--- config.mk ---
export PLATFORM = sky130hd
export DESIGN_NAME = otl_front
export DESIGN_NICKNAME = d
export VERILOG_FILES = /design/src/rtl/core/otl_pkg.sv /design/src/rtl/core/otl_front.sv
export SDC_FILE = /design/constraint.sdc
export NUM_CORES = 1
export LEC_CHECK = 0
export ABC_AREA = 1
export BUFFER_PORTS_ARGS = -buffer_cell sky130_fd_sc_hd__buf_2
export CAP_MARGIN = 10
export CORE_MARGIN = 2
export CORE_UTILIZATION = 46
export DETAILED_ROUTE_END_ITERATION = 8
export GPL_TIMING_DRIVEN = 0
export PLACE_DENSITY = 0.8
export SLEW_MARGIN = 40
export SYNTH_ARGS = -nofsm -noshare
export SYNTH_HDL_FRONTEND = slang
export SYNTH_SLANG_ARGS = --single-unit
--- constraint.sdc ---
create_clock -name i_clk -period 3.9 [get_ports i_clk]
set_input_delay 0.195 -clock i_clk [delete_from_list [all_inputs] [get_ports i_clk]]
set_output_delay 0.195 -clock i_clk [all_outputs]
set_load 0.02 [all_outputs]
--- src/rtl/core/otl_pkg.sv ---
// ----------------------------------------------------------------------------
// otl_pkg
// Shared types, constants and register codes of the overcurrent throttle
// limiter.
// ----------------------------------------------------------------------------
package otl_pkg;

    localparam int SAMPLE_BITS_DEF = 12;

    localparam int CUR_W  = 17;
    localparam int CEIL_W = 19;
    localparam int MV_W   = 16;
    localparam int GAIN_W = 8;
    localparam int STEP_W = 16;
    localparam int MODE_W = 2;
    localparam int IDX_W  = 3;
    localparam int DATA_W = 19;
    localparam int PROD_W = GAIN_W + CUR_W;

    localparam int SCALE_W     = 13;
    localparam int SCALE_SHIFT = 8;
    localparam logic [SCALE_W-1:0] SCALE_NUM = 13'd4495;
    localparam logic [CUR_W-1:0]   CUR_MAX   = 17'd131071;

    localparam logic [CEIL_W-1:0] CEIL_RESET = 19'd294912;

    localparam logic [CUR_W-1:0]  RST_CUR_THR  = 17'd11264;
    localparam logic [GAIN_W-1:0] RST_GAIN     = 8'd15;
    localparam logic [STEP_W-1:0] RST_STEP     = 16'd2560;
    localparam logic [CEIL_W-1:0] RST_CEIL_MAX = 19'd294912;
    localparam logic [CEIL_W-1:0] RST_CEIL_MIN = 19'd25600;
    localparam logic [CEIL_W-1:0] RST_OC_LEVEL = 19'd243200;
    localparam logic [MV_W-1:0]   RST_LOW_MV   = 16'd14000;

    localparam logic [IDX_W-1:0] REG_CUR_THR  = 3'd0;
    localparam logic [IDX_W-1:0] REG_GAIN     = 3'd1;
    localparam logic [IDX_W-1:0] REG_STEP     = 3'd2;
    localparam logic [IDX_W-1:0] REG_CEIL_MAX = 3'd3;
    localparam logic [IDX_W-1:0] REG_CEIL_MIN = 3'd4;
    localparam logic [IDX_W-1:0] REG_OC_LEVEL = 3'd5;
    localparam logic [IDX_W-1:0] REG_LOW_MV   = 3'd6;

    localparam logic [MODE_W-1:0] MODE_NORMAL = 2'd0;
    localparam logic [MODE_W-1:0] MODE_LOW_V  = 2'd1;
    localparam logic [MODE_W-1:0] MODE_OC     = 2'd2;
    localparam logic [MODE_W-1:0] MODE_DISARM = 2'd3;

    localparam int QUEUE_DEPTH = 2;

    typedef struct packed {
        logic [CUR_W-1:0]  cur_thr;
        logic [GAIN_W-1:0] gain;
        logic [STEP_W-1:0] step;
        logic [CEIL_W-1:0] ceil_max;
        logic [CEIL_W-1:0] ceil_min;
        logic [CEIL_W-1:0] oc_level;
        logic [MV_W-1:0]   low_mv;
    } t_cfg;

    typedef struct packed {
        logic [CUR_W-1:0] cur;
        logic             over;
        logic [CUR_W-1:0] excess;
        logic [MV_W-1:0]  battery_mv;
        logic             disarm;
    } t_item;

endpackage

--- src/rtl/core/otl_front.sv ---
// ----------------------------------------------------------------------------
// otl_front
// Accept a sample, scale it to 1/256 A and classify it against the current
// threshold before handing it to the queue.
// ----------------------------------------------------------------------------
module otl_front
    import otl_pkg::*;
#(
    parameter int SAMPLE_BITS = SAMPLE_BITS_DEF
) (
    input  logic                   i_clk,
    input  logic                   i_rst_n,
    input  logic                   i_valid,
    output logic                   o_ready,
    input  logic [SAMPLE_BITS-1:0] i_raw_current,
    input  logic [MV_W-1:0]        i_battery_mv,
    input  logic                   i_disarm_pending,
    input  t_cfg                   i_cfg,
    input  logic                   i_q_full,
    output logic                   o_push,
    output t_item                  o_item
);
    localparam int PW = SAMPLE_BITS + SCALE_W;
    localparam int SW = PW - SCALE_SHIFT;
    localparam int AW = (SW > CUR_W) ? SW : CUR_W;

    logic [PW-1:0]    prod;
    logic [AW-1:0]    scaled;
    logic [CUR_W-1:0] cur;
    logic             accept;

    logic             r_valid;
    logic [CUR_W-1:0] r_cur;
    logic [MV_W-1:0]  r_mv;
    logic             r_disarm;

    assign prod   = PW'(i_raw_current) * PW'(SCALE_NUM);
    assign scaled = AW'(prod >> SCALE_SHIFT);
    assign cur    = (scaled > AW'(CUR_MAX)) ? CUR_MAX : scaled[CUR_W-1:0];

    assign o_push  = r_valid && !i_q_full;
    assign o_ready = !r_valid || !i_q_full;
    assign accept  = i_valid && o_ready;

    always_ff @(posedge i_clk) begin
        if (!i_rst_n) begin
            r_valid <= 1'b0;
        end else begin
            r_valid <= accept || (r_valid && !o_push);
        end
    end

    always_ff @(posedge i_clk) begin
        if (accept) begin
            r_cur    <= cur;
            r_mv     <= i_battery_mv;
            r_disarm <= i_disarm_pending;
        end
    end

    always_comb begin
        o_item.cur        = r_cur;
        o_item.over       = r_cur > i_cfg.cur_thr;
        o_item.excess     = r_cur - i_cfg.cur_thr;
        o_item.battery_mv = r_mv;
        o_item.disarm     = r_disarm;
    end

endmodule

==> metrics.txt <==
# TYPE chip_impl_metric gauge
chip_impl_metric{name="htree_levels",unit=""} 2
chip_impl_metric{name="postLayoutSetupSlackWorst",unit="ns"} -0.03482
chip_impl_info{name="type_of_origin_of_the_critical_path",value="input port"} 1
chip_impl_info{name="min_delay_worst_endpoint",value="r_mv[13]"} 1
chip_impl_info{name="min_path_type",value="in -> reg"} 1
chip_impl_metric{name="rr_worst_depth",unit=""} 2
chip_impl_info{name="violations",value="setup timing"} 1
chip_impl_metric{name="cts.sink_count",unit=""} 35
chip_impl_metric{name="worstSkewPairLatency",unit="ns"} 0.28
chip_impl_metric{name="switching_share",unit=""} 0.5325
chip_impl_metric{name="stdcell_count",unit=""} 853
chip_impl_metric{name="final-max-slew-violation-count",unit=""} 0
chip_impl_info{name="nature_of_the_critical_path_endpoint",value="flip-flop"} 1
chip_impl_metric{name="r2r_setup_slack",unit="ns"} 2.55
chip_impl_metric{name="max_slew_margin",unit=""} 0.6635
chip_impl_metric{name="synth_cells",unit=""} 600
chip_impl_metric{name="power_density",unit="mW/mm^2"} 745.4
chip_impl_metric{name="die_height",unit="um"} 108.0
chip_impl_metric{name="power.combinational.fraction",unit=""} 0.780
chip_impl_info{name="synth-main-ff-cell",value="edfxtp_1"} 1
chip_impl_metric{name="clk_pin_slew",unit="ns"} 0.07
chip_impl_metric{name="synth_seq_cells",unit=""} 35
chip_impl_metric{name="cap_viol_max_count",unit=""} 0
chip_impl_info{name="synth_top_area_cell",value="ha_1"} 1
chip_impl_info{name="holdCritStartpoint",value="i_battery_mv[13]"} 1
chip_impl_info{name="r2r-end",value="r_cur[0]"} 1
chip_impl_metric{name="vdd_drop_max",unit="mV"} 0.5031
chip_impl_metric{name="synth_nets",unit=""} 876
chip_impl_metric{name="pwr-share-seq",unit=""} 0.147
chip_impl_metric{name="detail_route.vias_per_cell",unit=""} 4.918
chip_impl_metric{name="pwr-share-clk",unit=""} 0.073
chip_impl_info{name="status",value="finished, violations left"} 1
chip_impl_metric{name="wire_per_inst",unit="um"} 12.87
chip_impl_metric{name="synth_edf_count",unit=""} 34
chip_impl_metric{name="required",unit="ns"} 3.94
chip_impl_info{name="timing.setup.critical_path_class",value="in -> reg"} 1
chip_impl_metric{name="num_rows",unit=""} 37
chip_impl_metric{name="globalplace.congestion",unit=""} 0.9448
chip_impl_metric{name="numCtsBuffers",unit=""} 5
chip_impl_info{name="cts_tree",value="built"} 1
chip_impl_metric{name="global_route_wire_length_before_repair",unit="mm"} 18.33
chip_impl_metric{name="fin_crit",unit="ns"} 3.935
chip_impl_metric{name="async_flop_share",unit=""} 0
chip_impl_metric{name="grt_antenna_before_repair",unit=""} 0
chip_impl_metric{name="synth.yosys.seq_area_share",unit=""} 0.2094
chip_impl_metric{name="numPortBuffers",unit=""} 103
chip_impl_metric{name="worst-path-max-fanout",unit=""} 4
chip_impl_metric{name="first_pass_iters",unit=""} 4
chip_impl_metric{name="ys_warn_count",unit=""} 0
chip_impl_metric{name="period_share",unit=""} 1.009
chip_impl_metric{name="worst_hold_path.num_cells",unit=""} 1
chip_impl_metric{name="synthDistinctLibCells",unit=""} 34
chip_impl_metric{name="final.setup_skew",unit="ns"} 0.001624
chip_impl_info{name="post_synth_main_area_contributors",value="ha_1, edfxtp_1, fa_1"} 1
chip_impl_info{name="cts-root-buf",value="clkbuf_8"} 1
chip_impl_metric{name="leakage",unit="nW"} 3.306
chip_impl_metric{name="fin_nets",unit=""} 992
chip_impl_metric{name="floorplan.die_area",unit="sq mm"} 0.01166
chip_impl_metric{name="yosysTopAreaCellShare",unit=""} 0.2290
chip_impl_metric{name="avgSynthCellArea",unit="sq um"} 8.287
chip_impl_metric{name="dpl.hpwl",unit="mm"} 9.598
chip_impl_metric{name="achievable-frequency",unit="MHz"} 254.1
chip_impl_metric{name="drc_errors",unit=""} 0
chip_impl_metric{name="worst-endpoint-arrival",unit="ns"} 3.98
chip_impl_metric{name="floorplan.core_area",unit="sq mm"} 0.01042
chip_impl_metric{name="cts_buffer_depth",unit=""} 2
chip_impl_metric{name="post-route-cell-area",unit="sq mm"} 0.005962
chip_impl_metric{name="antenna_left",unit=""} 0
chip_impl_metric{name="number_of_cells_after_detailed_placement",unit=""} 840
chip_impl_metric{name="detailroute.via_count",unit=""} 4195
chip_impl_metric{name="floorplan.initialDensity",unit=""} 0.4774
chip_impl_metric{name="maximum_number_of_pins_on_one_net_before_global_route_repair",unit=""} 21
chip_impl_metric{name="routed_wl",unit="mm"} 10.98
chip_impl_info{name="r2r-start",value="r_valid"} 1
chip_impl_metric{name="num_antenna_cells",unit=""} 0
chip_impl_metric{name="syn2layout_area_growth",unit="%"} 19.90
chip_impl_metric{name="synth_area",unit="sq mm"} 0.004972
chip_impl_metric{name="track_usage",unit=""} 0.1932
chip_impl_metric{name="final-hold-violation-count",unit=""} 0
chip_impl_metric{name="intPower",unit="mW"} 2.078
chip_impl_metric{name="place_area",unit="sq mm"} 0.005717
chip_impl_metric{name="hold_ws",unit="ns"} 0.08286
chip_impl_metric{name="grt.overflow.total",unit=""} 0
chip_impl_metric{name="fp.dieW",unit="um"} 108.0
chip_impl_metric{name="totalPowerFinal",unit="mW"} 4.444
chip_impl_metric{name="initialDrtViolationCount",unit=""} 238
chip_impl_info{name="setup_repair_after_global_routing_missed_its_margin",value="true"} 1
chip_impl_metric{name="final-setup-viol-count",unit=""} 5
chip_impl_metric{name="share_of_post_route_cells_with_drive_strength_above_1",unit=""} 0.2413
chip_impl_metric{name="worstMarginPinSlew",unit="ns"} 0.5036
chip_impl_metric{name="first_global_vias",unit=""} 4182
chip_impl_metric{name="p_sw",unit="mW"} 2.366
chip_impl_metric{name="io-pin-count",unit=""} 201
## cell families (layout without fill, tap and decap cells)
kind of cell | after synthesis | after routing | share of synthesized area
AND/OR/NAND/NOR | 197 | 197 | 0.1794
XOR/XNOR | 22 | 22 | 0.03875
buffers and inverters | 146 | 263 | 0.1110
adder cells (fa/ha/maj) | 129 | 129 | 0.3820
flip-flops | 35 | 35 | 0.2094
AO/OA/AOI/OAI | 71 | 71 | 0.07952
## stage by stage
stage / setup WS (ns) / TNS, ns / utilization
6_report: -0.03482 / -0.1377 / 0.5724
5_1_grt: -0.1933 / -1.811 / 0.5724
4_1_cts: -0.008756 / -0.02502 / 0.5667
3_5_place_dp: -0.4629 / -5.173 / 0.5488
3_3_place_gp: -0.4404 / -4.859 / 0.5463
2_1_floorplan: -0.07352 / -0.4697 / -
## state kept, by name (all words and copies together), names as in the netlist
name	flops
r_valid	1
r_cur	17
r_disarm	1
r_mv	16
## worst max-delay path, stage by stage
cell and delay [ns]:
buf_12 0.10, fa_1 0.55, inv_1 0.06, fa_1 0.48, inv_1 0.05, fa_1 0.46, fa_1 0.51, inv_2 0.04
fa_1 0.51, inv_2 0.05, ha_4 0.27, nand2_2 0.10, inv_2 0.05, a21oi_2 0.14, nand3_2 0.14, nand2_1 0.10
nand2_1 0.05, nor2_1 0.09, nor2_1 0.05
## how the worst max path moves through the flow
stage,slack [ns],end,start
2_1_floorplan,-0.07,r_cur[16],i_raw_current[11]
3_3_place_gp,-0.44,r_cur[15],i_raw_current[11]
3_5_place_dp,-0.46,r_cur[15],i_raw_current[11]
4_1_cts,-0.009,r_cur[16],i_raw_current[10]
5_1_grt,-0.19,r_cur[15],i_raw_current[10]
6_report,-0.03,r_cur[13],i_raw_current[10]
## Yosys cell counts, types with 7 or more instances
master    instances
edfxtp_1         34
inv_1           143
a21oi_1          37
o21ai_0          15
fa_1             38
nand2_2          13
nand3_1          20
nand2_1         105
xor2_1           17
nand4_1           7
ha_1             91
nor2_1           33
## power by group through the flow
stage | registers (mW) | logic [mW] | clock network [mW]
CTS | 0.651 | 3.31 | 0.331
finish | 0.653 | 3.46 | 0.326
detailed placement | 0.660 | 3.22 | 0
floorplan | 0.749 | 2.34 | 0
global route | 0.660 | 3.87 | 0.346
global placement | 0.658 | 3.14 | 0
## timing repair
action / in CTS / in global routing
cloned: 0 / 0
hold endpoints to repair: 0 / 0
pin swaps: 6 / 9
hold buffers: 0 / 0
resized for setup: 11 / 15
endpoints found under the setup margin: 12 / 12
setup buffers: 4 / 1
## layout by cell type, fill, tap and decap left out, types with 3 or more instances in the layout
cell type / n
nand3_2: 3
inv_1: 139
nand2_2: 18
buf_4: 6
o21ai_1: 3
a21oi_2: 3
fa_1: 38
ha_1: 87
a21oi_1: 32
a21o_1: 5
nand2_1: 99
nor2_1: 32
o21bai_1: 3
inv_2: 5
clkbuf_8: 5
ha_2: 3
xor2_1: 16
buf_2: 100
nand3_1: 18
o21ai_0: 15
nand4_1: 7
nor3_2: 4
nor2_2: 5
edfxtp_1: 34
xnor2_1: 5
## per-layer routing
metal	GRT usage	vias up	part of all wire
met4	0.05678	0	0.019
li1	-	2143	-
met2	0.3414	118	0.49
met5	0	-	0
met1	0.2557	1920	0.44
met3	0.01206	14	0.047
## area by class of cell
type	count	area, sq um
fillers	955	4454
multi-input cells	419	3488
well taps	136	170.2
clock inverters	3	43.79
clock buffers	5	68.82
repair buffers	109	595.6
inverters	145	546.8
flip-flops and latches	35	1041
plain buffers	1	7.507
No activity file was read; power rests on OpenSTA's default activity.
