<file path="src/rtl/core/otl_pkg.sv">
// ----------------------------------------------------------------------------
// otl_pkg
// Shared types, constants and register codes of the overcurrent throttle
// limiter.
// ----------------------------------------------------------------------------
package otl_pkg;

    localparam int SAMPLE_BITS_DEF = 12;

    localparam int CUR_W  = 17;
    localparam int CEIL_W = 19;
    localparam int MV_W   = 16;
    localparam int GAIN_W = 8;
    localparam int STEP_W = 16;
    localparam int MODE_W = 2;
    localparam int IDX_W  = 3;
    localparam int DATA_W = 19;
    localparam int PROD_W = GAIN_W + CUR_W;

    localparam int SCALE_W     = 13;
    localparam int SCALE_SHIFT = 8;
    localparam logic [SCALE_W-1:0] SCALE_NUM = 13'd4495;
    localparam logic [CUR_W-1:0]   CUR_MAX   = 17'd131071;

    localparam logic [CEIL_W-1:0] CEIL_RESET = 19'd294912;

    localparam logic [CUR_W-1:0]  RST_CUR_THR  = 17'd11264;
    localparam logic [GAIN_W-1:0] RST_GAIN     = 8'd15;
    localparam logic [STEP_W-1:0] RST_STEP     = 16'd2560;
    localparam logic [CEIL_W-1:0] RST_CEIL_MAX = 19'd294912;
    localparam logic [CEIL_W-1:0] RST_CEIL_MIN = 19'd25600;
    localparam logic [CEIL_W-1:0] RST_OC_LEVEL = 19'd243200;
    localparam logic [MV_W-1:0]   RST_LOW_MV   = 16'd14000;

    localparam logic [IDX_W-1:0] REG_CUR_THR  = 3'd0;
    localparam logic [IDX_W-1:0] REG_GAIN     = 3'd1;
    localparam logic [IDX_W-1:0] REG_STEP     = 3'd2;
    localparam logic [IDX_W-1:0] REG_CEIL_MAX = 3'd3;
    localparam logic [IDX_W-1:0] REG_CEIL_MIN = 3'd4;
    localparam logic [IDX_W-1:0] REG_OC_LEVEL = 3'd5;
    localparam logic [IDX_W-1:0] REG_LOW_MV   = 3'd6;

    localparam logic [MODE_W-1:0] MODE_NORMAL = 2'd0;
    localparam logic [MODE_W-1:0] MODE_LOW_V  = 2'd1;
    localparam logic [MODE_W-1:0] MODE_OC     = 2'd2;
    localparam logic [MODE_W-1:0] MODE_DISARM = 2'd3;

    localparam int QUEUE_DEPTH = 2;

    typedef struct packed {
        logic [CUR_W-1:0]  cur_thr;
        logic [GAIN_W-1:0] gain;
        logic [STEP_W-1:0] step;
        logic [CEIL_W-1:0] ceil_max;
        logic [CEIL_W-1:0] ceil_min;
        logic [CEIL_W-1:0] oc_level;
        logic [MV_W-1:0]   low_mv;
    } t_cfg;

    typedef struct packed {
        logic [CUR_W-1:0] cur;
        logic             over;
        logic [CUR_W-1:0] excess;
        logic [MV_W-1:0]  battery_mv;
        logic             disarm;
    } t_item;

endpackage

</file>
<file path="src/rtl/core/otl_queue.sv">
// ----------------------------------------------------------------------------
// otl_queue
// Short queue of classified samples between the front and back parts.
// ----------------------------------------------------------------------------
module otl_queue
    import otl_pkg::*;
(
    input  logic  i_clk,
    input  logic  i_rst_n,
    input  logic  i_push,
    input  t_item i_item,
    input  logic  i_pop,
    output logic  o_full,
    output logic  o_empty,
    output t_item o_item
);
    localparam int PTR_W = (QUEUE_DEPTH > 1) ? $clog2(QUEUE_DEPTH) : 1;
    localparam int CNT_W = $clog2(QUEUE_DEPTH + 1);

    t_item            r_mem [QUEUE_DEPTH];
    logic [PTR_W-1:0] r_wr;
    logic [PTR_W-1:0] r_rd;
    logic [CNT_W-1:0] r_count;

    assign o_full  = r_count == CNT_W'(QUEUE_DEPTH);
    assign o_empty = r_count == '0;
    assign o_item  = r_mem[r_rd];

    always_ff @(posedge i_clk) begin
        if (!i_rst_n) begin
            r_wr    <= '0;
            r_rd    <= '0;
            r_count <= '0;
        end else begin
            if (i_push) begin
                r_wr <= (r_wr == PTR_W'(QUEUE_DEPTH - 1)) ? '0 : r_wr + 1'b1;
            end
            if (i_pop) begin
                r_rd <= (r_rd == PTR_W'(QUEUE_DEPTH - 1)) ? '0 : r_rd + 1'b1;
            end
            r_count <= r_count + CNT_W'(i_push) - CNT_W'(i_pop);
        end
    end

    always_ff @(posedge i_clk) begin
        if (i_push) begin
            r_mem[r_wr] <= i_item;
        end
    end

    a_no_overflow: assert property (@(posedge i_clk) disable iff (!i_rst_n)
        i_push |-> !o_full)
        else $error("otl_queue: push while full");

    a_no_underflow: assert property (@(posedge i_clk) disable iff (!i_rst_n)
        i_pop |-> !o_empty)
        else $error("otl_queue: pop while empty");

    a_count_drop: assert property (@(posedge i_clk) disable iff (!i_rst_n)
        (i_pop && !i_push) |=> r_count == $past(r_count) - 1'b1)
        else $error("otl_queue: count did not drop on pop");

endmodule

</file>
<file path="config.mk">
export PLATFORM = sky130hd
export DESIGN_NAME = otl_queue
export DESIGN_NICKNAME = d
export VERILOG_FILES = /design/src/rtl/core/otl_pkg.sv /design/src/rtl/core/otl_queue.sv
export SDC_FILE = /design/constraint.sdc
export NUM_CORES = 1
export LEC_CHECK = 0
export BUFFER_PORTS_ARGS = -buffer_cell sky130_fd_sc_hd__buf_2
export CORE_MARGIN = 3
export CORE_UTILIZATION = 30
export DETAILED_ROUTE_END_ITERATION = 6
export PLACE_DENSITY = 0.61
export SYNTH_ARGS = -nofsm -noshare
export SYNTH_HDL_FRONTEND = slang
export SYNTH_SLANG_ARGS = --single-unit
</file>
<file path="constraint.sdc">
create_clock -name i_clk -period 3.2 [get_ports i_clk]
set_input_delay 0.16 -clock i_clk [delete_from_list [all_inputs] [get_ports i_clk]]
set_output_delay 0.16 -clock i_clk [all_outputs]
set_load 0.05 [all_outputs]
</file>
==> implementation parameters, run 1 <==
Parameter                              Value

Status
  Status    complete, no violations

Timing
  Minimum setup slack in the final design    1040 ps
  Unrepaired setup endpoints after global routing    no
  Fraction of the cycle the final worst path needs    67.4%
  Worst slew margin relative to its limit    33.1%
  Hold Vio Cnt, Final    0
  Total negative slack    0 ps
  Worst Skew    3.88 ps
  Post-layout minimum cycle time    2160 ps
  Number of setup violations in the final report    0
  Timing-limited maximum frequency    464 MHz
  Pins Over Slew Limit    0
  Slew of the pin with the lowest slew margin    1000 ps

Final layout
  Most common cell after layout, fill and taps aside    sky130_fd_sc_hd__buf_2
  Diode count    0
  Proportion of layout cells with a drive suffix above 1    51.0%
  Area overhead of the layout relative to synthesis    34.2%
  Number of inserted filler cells in the final layout    1189
  Commonest non-fill, non-tap cells in the layout    sky130_fd_sc_hd__buf_2, sky130_fd_sc_hd__edfxtp_1, sky130_fd_sc_hd__dlygate4sd3_1
  Number of nets at the end of the flow    408

Global route
  Global-route wire length before repair    11900 um
  Number of antenna violations at the first check in global routing    0
  Maximum number of pins on one net before global-route repair    54
  Vias in the first global route    2345
  Total overflow reported by the global router    0
  Global routing usage summed across all routing layers    9.72%

Critical path
  Cells along the critical path    mux2_2 > buf_2
  WP data required    3040 ps
  Worst-case reg-to-reg path depth    2
  R2r setup slk    1690 ps
  CP max FO    52
  End of the worst register-to-register path    r_mem[1][5]
  Gate family responsible for the most delay along the worst path    flip-flops
  Kind of end point of the critical path    output port
  Worst Path Class, Setup    flop to output port
  Nature of the critical path startpoint    flop
  Worst endpoint data arrival time    2000 ps
  Maximum single-stage delay on the critical path    1000 ps
  Worst R2R Start    r_wr
  Number of buffers and inverters on the critical path    1
  Slowest CP cell    sky130_fd_sc_hd__dfxtp_4

Placed design
  Final HPWL DP    4390 um
  Routability-driven placement congestion ratio    0.641
  PortBufs    109
  Post-placement setup slack    1340 ps

Floorplanning
  Chip Width    125 um
  Number of top-level design ports    110
  # rows    42
  Core Region    13500 um2
  Height of the chip    125 um
  Initial core utilization    31.3%
  Total Die Area    15600 um2

Clock tree
  Clock tree from TritonCTS    yes
  CTS clock-pin slew for the worst setup and hold paths    60 ps
  Clk root buf    sky130_fd_sc_hd__clkbuf_16
  Clk_lat worst skew    340 ps
  # resized after CTS    0
  Htree depth    3
  Number of buffers inserted during clock tree synthesis    9
  Sink count of the clock tree    109
  CTS max path bufs    2

Yosys
  Area share of the largest cell type after synthesis    73.8%
  Number of distinct standard cells referenced by the synthesized netlist    14
  Post-synthesis instance total    183
  Portion of the post-synthesis area used by sequential elements    76.1%
  Flop and latch count out of synthesis    109
  Synthesized area divided by synthesized cell count    23.1 um2
  Biggest area consumer among synthesized cells    sky130_fd_sc_hd__edfxtp_1
  Cell types occupying the most area after synthesis    sky130_fd_sc_hd__edfxtp_1, sky130_fd_sc_hd__mux2_4, sky130_fd_sc_hd__buf_12, sky130_fd_sc_hd__dfxtp_1, sky130_fd_sc_hd__and2_1
  Total standard cell area after synthesis    4230 um2
  Yosys warns    0
  Synthesized Nets    241

Drt
  Number of nets with antenna violations after routing    0
  Routed wire length    7290 um
  Detailed router's first-iteration violation count    149
  1st-pass router iterations    4
  Via-per-instance ratio    4.10
  Overall via count from detail_route    2169
  DRC errors left    0
  Mean routed wirelength per cell    13.8 um

Run
  Maximum capacitance violations    0

Hold path
  Worst hold path depth    1
  Class of the tightest hold or removal check    primary input to flop
  Launch instance of the worst min-delay path    i_item[38]
  Endpoint with the worst hold slack    r_mem[0][38]

Power and ir drop
  Leak    2.25 nW
  Max rail drop VDD    271 uV
  Power Density    581 nW/um2
==> metal layers <==
layer / routed length (um) / up-vias / track usage [%] / share of wire [%]
li1: - / 1040 / - / -
met1: 3040 / 1053 / 11.0 / 42
met2: 3670 / 64 / 16.2 / 50
met3: 409 / 12 / 3.13 / 5.6
met4: 178 / 0 / 5.42 / 2.4
met5: 0 / - / 0 / 0
==> worst reg2reg max path, cell delays in order, from the launching register on <==
cell and delay (ps):
sky130_fd_sc_hd__dfxtp_1 380, sky130_fd_sc_hd__and2_2 160, sky130_fd_sc_hd__buf_4 560
==> final cells by class <==
| type | count | area (um2) | area share [%] |
|---|---|---|---|
| Sequential cell | 109 | 3230 | 56.8 |
| Timing Repair Buffer | 162 | 1070 | 18.9 |
| Multi-Input combinational cell | 66 | 900 | 15.8 |
| Clock buffer | 9 | 225 | 3.96 |
| Tap cell | 176 | 220 | 3.88 |
| Clock inverter | 5 | 30.0 | 0.529 |
| Inverter | 2 | 7.51 | 0.132 |
==> cell usage after synthesis (all sizes together) <==
master,number
edfxtp,104
mux2,52
buf,6
dfxtp,5
and2,4
nor2b,4
ha,2
inv,2
nor2,1
o21a,1
xnor3,1
xor2,1
==> state kept, by name, indices dropped and copies added (netlist names), named ones only <==
name / flops
r_count: 2
r_mem: 104
r_rd: 1
r_wr: 1
==> kinds of logic (layout without fill, tap and decap cells) <==
kind of cell | Yosys count | after routing | synth area share (%)
AOI/OAI and AO/OA | 1 | 1 | 0.177
xor gates and xnor gates | 2 | 2 | 0.739
adders and majority gates | 2 | 2 | 0.591
buffers and inverters | 8 | 178 | 2.81
DFF | 109 | 109 | 76.1
muxes | 52 | 52 | 18.3
and+or+nand+nor | 9 | 9 | 1.27
==> worst max-delay path by stage <==
stage                     cells after the start  slack, ps  startpoint           to
after CTS                                     2        950        flop   o_item[40]
after floorplan                               1         80        r_wr  r_mem[0][0]
after global routing                          2        940        flop   o_item[41]
after global placement                        2       1350        flop   o_item[40]
final                                         2       1040        flop   o_item[40]
after detailed placement                      2       1340        flop   o_item[40]
==> metrics by stage <==
stage / util, % / hold WS [ps] / area (um2) / instances / power [mW]
final: 42.1 / 19.1 / 5680 / 529 / 3.30
after floorplan: - / 259 / 4230 / 183 / 2.21
after global routing: 42.1 / 6.49 / 5680 / 529 / 3.44
after detailed placement: 36.4 / 354 / 4910 / 464 / 2.32
after CTS: 42.1 / 2.72 / 5680 / 529 / 3.36
after global placement: 36.4 / 348 / 4910 / 464 / 2.31
==> report_power, final <==
group          switching [mW]  internal, mW  total (mW)  leakage (nW)
sequential             0.0581          1.65        1.71          1.02
clock                   0.455         0.514       0.969         0.123
combinational           0.379         0.247       0.625          1.11
total                   0.892          2.41        3.30          2.25
==> repair_timing <==
item | in CTS | in global routing
setup buffers | 0 | 0
hold endpoints to repair | 101 | 0
hold buffers | 51 | 0
(Power assumes the default switching activity.)
==> run 2: changes to the inputs <==
--- a/config.mk
+++ b/config.mk
@@ -5,6 +5,7 @@
 export SDC_FILE = /design/constraint.sdc
 export NUM_CORES = 1
 export LEC_CHECK = 0
+export ABC_AREA = 1
 export BUFFER_PORTS_ARGS = -buffer_cell sky130_fd_sc_hd__buf_2
 export CORE_MARGIN = 3
 export CORE_UTILIZATION = 30
==> constraint.sdc (replaced) <==
create_clock -name i_clk -period 1.9 [get_ports i_clk]
set_input_delay 0.095 -clock i_clk [delete_from_list [all_inputs] [get_ports i_clk]]
set_output_delay 0.095 -clock i_clk [all_outputs]
set_load 0.05 [all_outputs]
==> run 2 against run 1 <==
Compared with the run above:
- die area stayed put
- register-to-register slack worse by 1100 ps
- critical path depth grew 1
- highest routed layer unchanged
==> implementation parameters, run 2 <==
Parameter                              Value

Placed design
  Post-placement setup slack    514 ps (was 1340 ps)
  Final HPWL DP    4710 um (was 4390 um)
  Routability-driven placement congestion ratio    0.656 (was 0.641)
  PortBufs    109 (unchanged)
  Cell area after placement    4970 um2 (was 4910 um2)
  Placed insts    478 (was 464)

Floorplanning
  Initial core utilization    31.3% (unchanged)
  # rows    42 (unchanged)
  Chip Width    125 um (unchanged)
  Total Die Area    15600 um2 (unchanged)
  Core Region    13500 um2 (unchanged)
  Number of top-level design ports    110 (unchanged)
  Height of the chip    125 um (unchanged)

Critical path
  Kind of end point of the critical path    output port (unchanged)
  Worst Path Class, Setup    flop to output port (unchanged)
  Cells along the critical path    buf_4 > mux2_2 > buf_2 (was mux2_2 > buf_2)
  Slowest CP cell    sky130_fd_sc_hd__mux2_2 (was sky130_fd_sc_hd__dfxtp_4)
  Worst endpoint data arrival time    1640 ps (was 2000 ps)
  Nature of the critical path startpoint    flop (unchanged)
  WP data required    1800 ps (was 3040 ps)
  R2r setup slk    610 ps (was 1690 ps)
  CP max FO    20 (was 52)
  Maximum single-stage delay on the critical path    380 ps (was 1000 ps)
  Worst-case reg-to-reg path depth    8 (was 2)

Final layout
  Largest registers    r_mem x104, r_count x2 (unchanged)
  Largest register by flop count    r_mem (unchanged)
  Final design instance area without fill    5780 um2 (was 5680 um2)
  Final std cells w/o fill    547 (was 529)
  Core occupancy in the finished layout    42.8% (was 42.1%)
  Max FFs per register    104 (unchanged)
  Area overhead of the layout relative to synthesis    36.5% (was 34.2%)
  Most common cell after layout, fill and taps aside    sky130_fd_sc_hd__buf_2 (unchanged)
  Number of nets at the end of the flow    424 (was 408)
  Diode count    0 (unchanged)
  Commonest non-fill, non-tap cells in the layout    sky130_fd_sc_hd__buf_2, sky130_fd_sc_hd__edfxtp_1, sky130_fd_sc_hd__dlygate4sd3_1 (unchanged)
  Proportion of layout cells with a drive suffix above 1    48.5% (was 51.0%)

Global route
  Global routing usage summed across all routing layers    10.1% (was 9.72%)
  Number of antenna violations at the first check in global routing    0 (unchanged)
  Global-route wire length before repair    12200 um (was 11900 um)
  Maximum number of pins on one net before global-route repair    53 (was 54)
  Total overflow reported by the global router    0 (unchanged)
  Vias in the first global route    2459 (was 2345)

Hold path
  Worst hold path depth    3 (was 1)
  Class of the tightest hold or removal check    primary input to flop (unchanged)

Timing
  Timing-limited maximum frequency    576 MHz
  Hold Vio Cnt, Final    0 (unchanged)
  Unrepaired setup endpoints after global routing    no (unchanged)
  Post-layout minimum cycle time    1740 ps
  Total negative slack    0 ps (unchanged)
  Minimum setup slack in the final design    163 ps (was 1040 ps)
  Fraction of the cycle the final worst path needs    91.4%
  Worst slew margin relative to its limit    74.7% (was 33.1%)
  Pins Over Slew Limit    0 (unchanged)
  WHS    31.0 ps (was 19.1 ps)
  Slew of the pin with the lowest slew margin    380 ps (was 1000 ps)
  Worst Skew    4.48 ps (was 3.88 ps)
  Number of setup violations in the final report    0 (unchanged)

Status
  Status    complete, no violations (unchanged)

Power and ir drop
  Leak    2.31 nW (was 2.25 nW)
  Sequential cell fraction of total power    50.4% (was 51.7%)
  Clock network fraction of design power    31.8% (was 29.3%)
  Max rail drop VDD    434 uV (was 271 uV)
  Switching power    1.43 mW (was 0.892 mW)
  Final Power    5.58 mW (was 3.30 mW)
  Comb power frac    17.9% (was 18.9%)
  Internal Dissipation    4.15 mW (was 2.41 mW)
  Net Sw Frac    25.6% (was 27.0%)
  Power Density    966 nW/um2 (was 581 nW/um2)

Drt
  Via-per-instance ratio    4.14 (was 4.10)
  Detailed router's first-iteration violation count    83 (was 149)
  Overall via count from detail_route    2263 (was 2169)
  Routed wire length    7570 um (was 7290 um)
  DRC errors left    0 (unchanged)
  Mean routed wirelength per cell    13.8 um (about the same)
  Number of nets with antenna violations after routing    0 (unchanged)
  1st-pass router iterations    4 (unchanged)

Yosys
  Fraction of the mapped netlist area in simple logic gates    1.63% (was 1.27%)
  Number of distinct standard cells referenced by the synthesized netlist    12 (was 14)
  Area share of the largest cell type after synthesis    73.8% (unchanged)
  Async set-or-reset flop fraction in the synthesized netlist    0% (unchanged)
  Commonest cells in the synthesized netlist    sky130_fd_sc_hd__edfxtp_1, sky130_fd_sc_hd__mux2_4, sky130_fd_sc_hd__nor2_1 (was sky130_fd_sc_hd__edfxtp_1, sky130_fd_sc_hd__mux2_4, sky130_fd_sc_hd__buf_12, sky130_fd_sc_hd__dfxtp_1)
  Portion of the post-synthesis area used by sequential elements    76.1% (unchanged)
  Biggest area consumer among synthesized cells    sky130_fd_sc_hd__edfxtp_1 (unchanged)
  Total standard cell area after synthesis    4230 um2 (unchanged)
  Post-synthesis compound-gate area fraction    0.118% (was 0.177%)
  Flop and latch count out of synthesis    109 (unchanged)
  Synthesized Nets    253 (was 241)
  Xor/xnor share of the synthesized area    0% (was 0.739%)
  Primary FF master, synth    sky130_fd_sc_hd__edfxtp_1 (unchanged)
  Mux contribution to synthesized area    18.3% (unchanged)
  Post-synthesis instance total    195 (was 183)
  Top-count cell post-synth    sky130_fd_sc_hd__edfxtp_1 (unchanged)
  Cell types occupying the most area after synthesis    sky130_fd_sc_hd__edfxtp_1, sky130_fd_sc_hd__mux2_4, sky130_fd_sc_hd__buf_12, sky130_fd_sc_hd__dfxtp_1, sky130_fd_sc_hd__nor2_1 (was sky130_fd_sc_hd__edfxtp_1, sky130_fd_sc_hd__mux2_4, sky130_fd_sc_hd__buf_12, sky130_fd_sc_hd__dfxtp_1, sky130_fd_sc_hd__and2_1)
  Main combinational cell family by area after synthesis    multiplexers (unchanged)
  Adder-Cell Fraction of Synth Area    0.591% (unchanged)
  Synthesized area divided by synthesized cell count    21.7 um2 (was 23.1 um2)
  Yosys warns    0 (unchanged)
  Number of enable flip-flop cells after synthesis    104 (unchanged)

Clock tree
  Number of buffers inserted during clock tree synthesis    9 (unchanged)
  CTS max path bufs    2 (unchanged)
  CTS clock-pin slew for the worst setup and hold paths    70 ps (was 60 ps)
  Number of buffers inserted to repair setup after CTS    0 (unchanged)
  Clk_lat worst skew    340 ps (about the same)
  Sink count of the clock tree    109 (unchanged)
  Clk root buf    sky130_fd_sc_hd__clkbuf_16 (unchanged)
  Clock tree from TritonCTS    yes (unchanged)
  Htree depth    3 (unchanged)
  # resized after CTS    0 (unchanged)

Run
  Maximum capacitance violations    0 (unchanged)
[run 2: cell count changes in the layout (fill, tap and decap cells not counted), sizes merged, moves of 2 or more]
cell	before	now
and2	4	0
nor2b	4	0
nor2	1	9
buf	111	113
inv	2	7
nand2	0	8
dlygate4sd3	51	53
[run 2: cell type report]
| type | count | area (um2) |
|---|---|---|
| Multi-Input combinational cell | 73 | 880 |
| Clock inverter | 6 | 53.8 |
| Tap cell | 176 | 220 |
| Fill cell | 1239 | 7730 |
| Timing Repair Buffer | 166 | 1140 |
| Clock buffer | 10 | 229 |
| Inverter | 7 | 26.3 |
| Sequential cell | 109 | 3230 |
[run 2: critical path, delay by kind of cell (launching register included)]
family / cells / cell delay [ps]
flops: 1 / 360
buf+inv: 2 / 560
mux: 1 / 380
[run 2: kinds of logic after synthesis]
logic type      count (synthesis)
flops                         109
simple gates                   18
fa+ha+maj                       2
buf+inv                        13
compound gates                  1
mux                            52
[run 2: final timing paths]
| kind | from | to |
|---|---|---|
| setup / recovery | flop | o_item[41] |
| hold / removal | i_pop | r_rd |
| setup reg to reg | r_count[0] | r_count[1] |
| hold reg to reg | r_rd | r_rd |
[run 2: power groups by stage]
| stage | combinational (mW) | sequential [mW] | clock (mW) |
|---|---|---|---|
| finish | 0.998 | 2.81 | 1.77 |
| detailed placement | 0.928 | 2.87 | 0 |
| CTS | 1.02 | 2.81 | 1.86 |
| global placement | 0.917 | 2.86 | 0 |
| global route | 1.06 | 2.82 | 1.96 |
| floorplan | 0.729 | 2.86 | 0 |
[run 2: per-layer routing]
| metal | wire length (um) | track usage, % |
|---|---|---|
| met1 | 3140 | 11.4 |
| met3 | 358 | 2.92 |
| met5 | 0 | 0 |
| met4 | 196 | 5.61 |
| met2 | 3880 | 17.0 |
[run 2: timing repair]
item                                   CTS  global route
setup endpoints to repair                0             0
endpoints found under the hold margin  107             0
hold buffers                            53             0
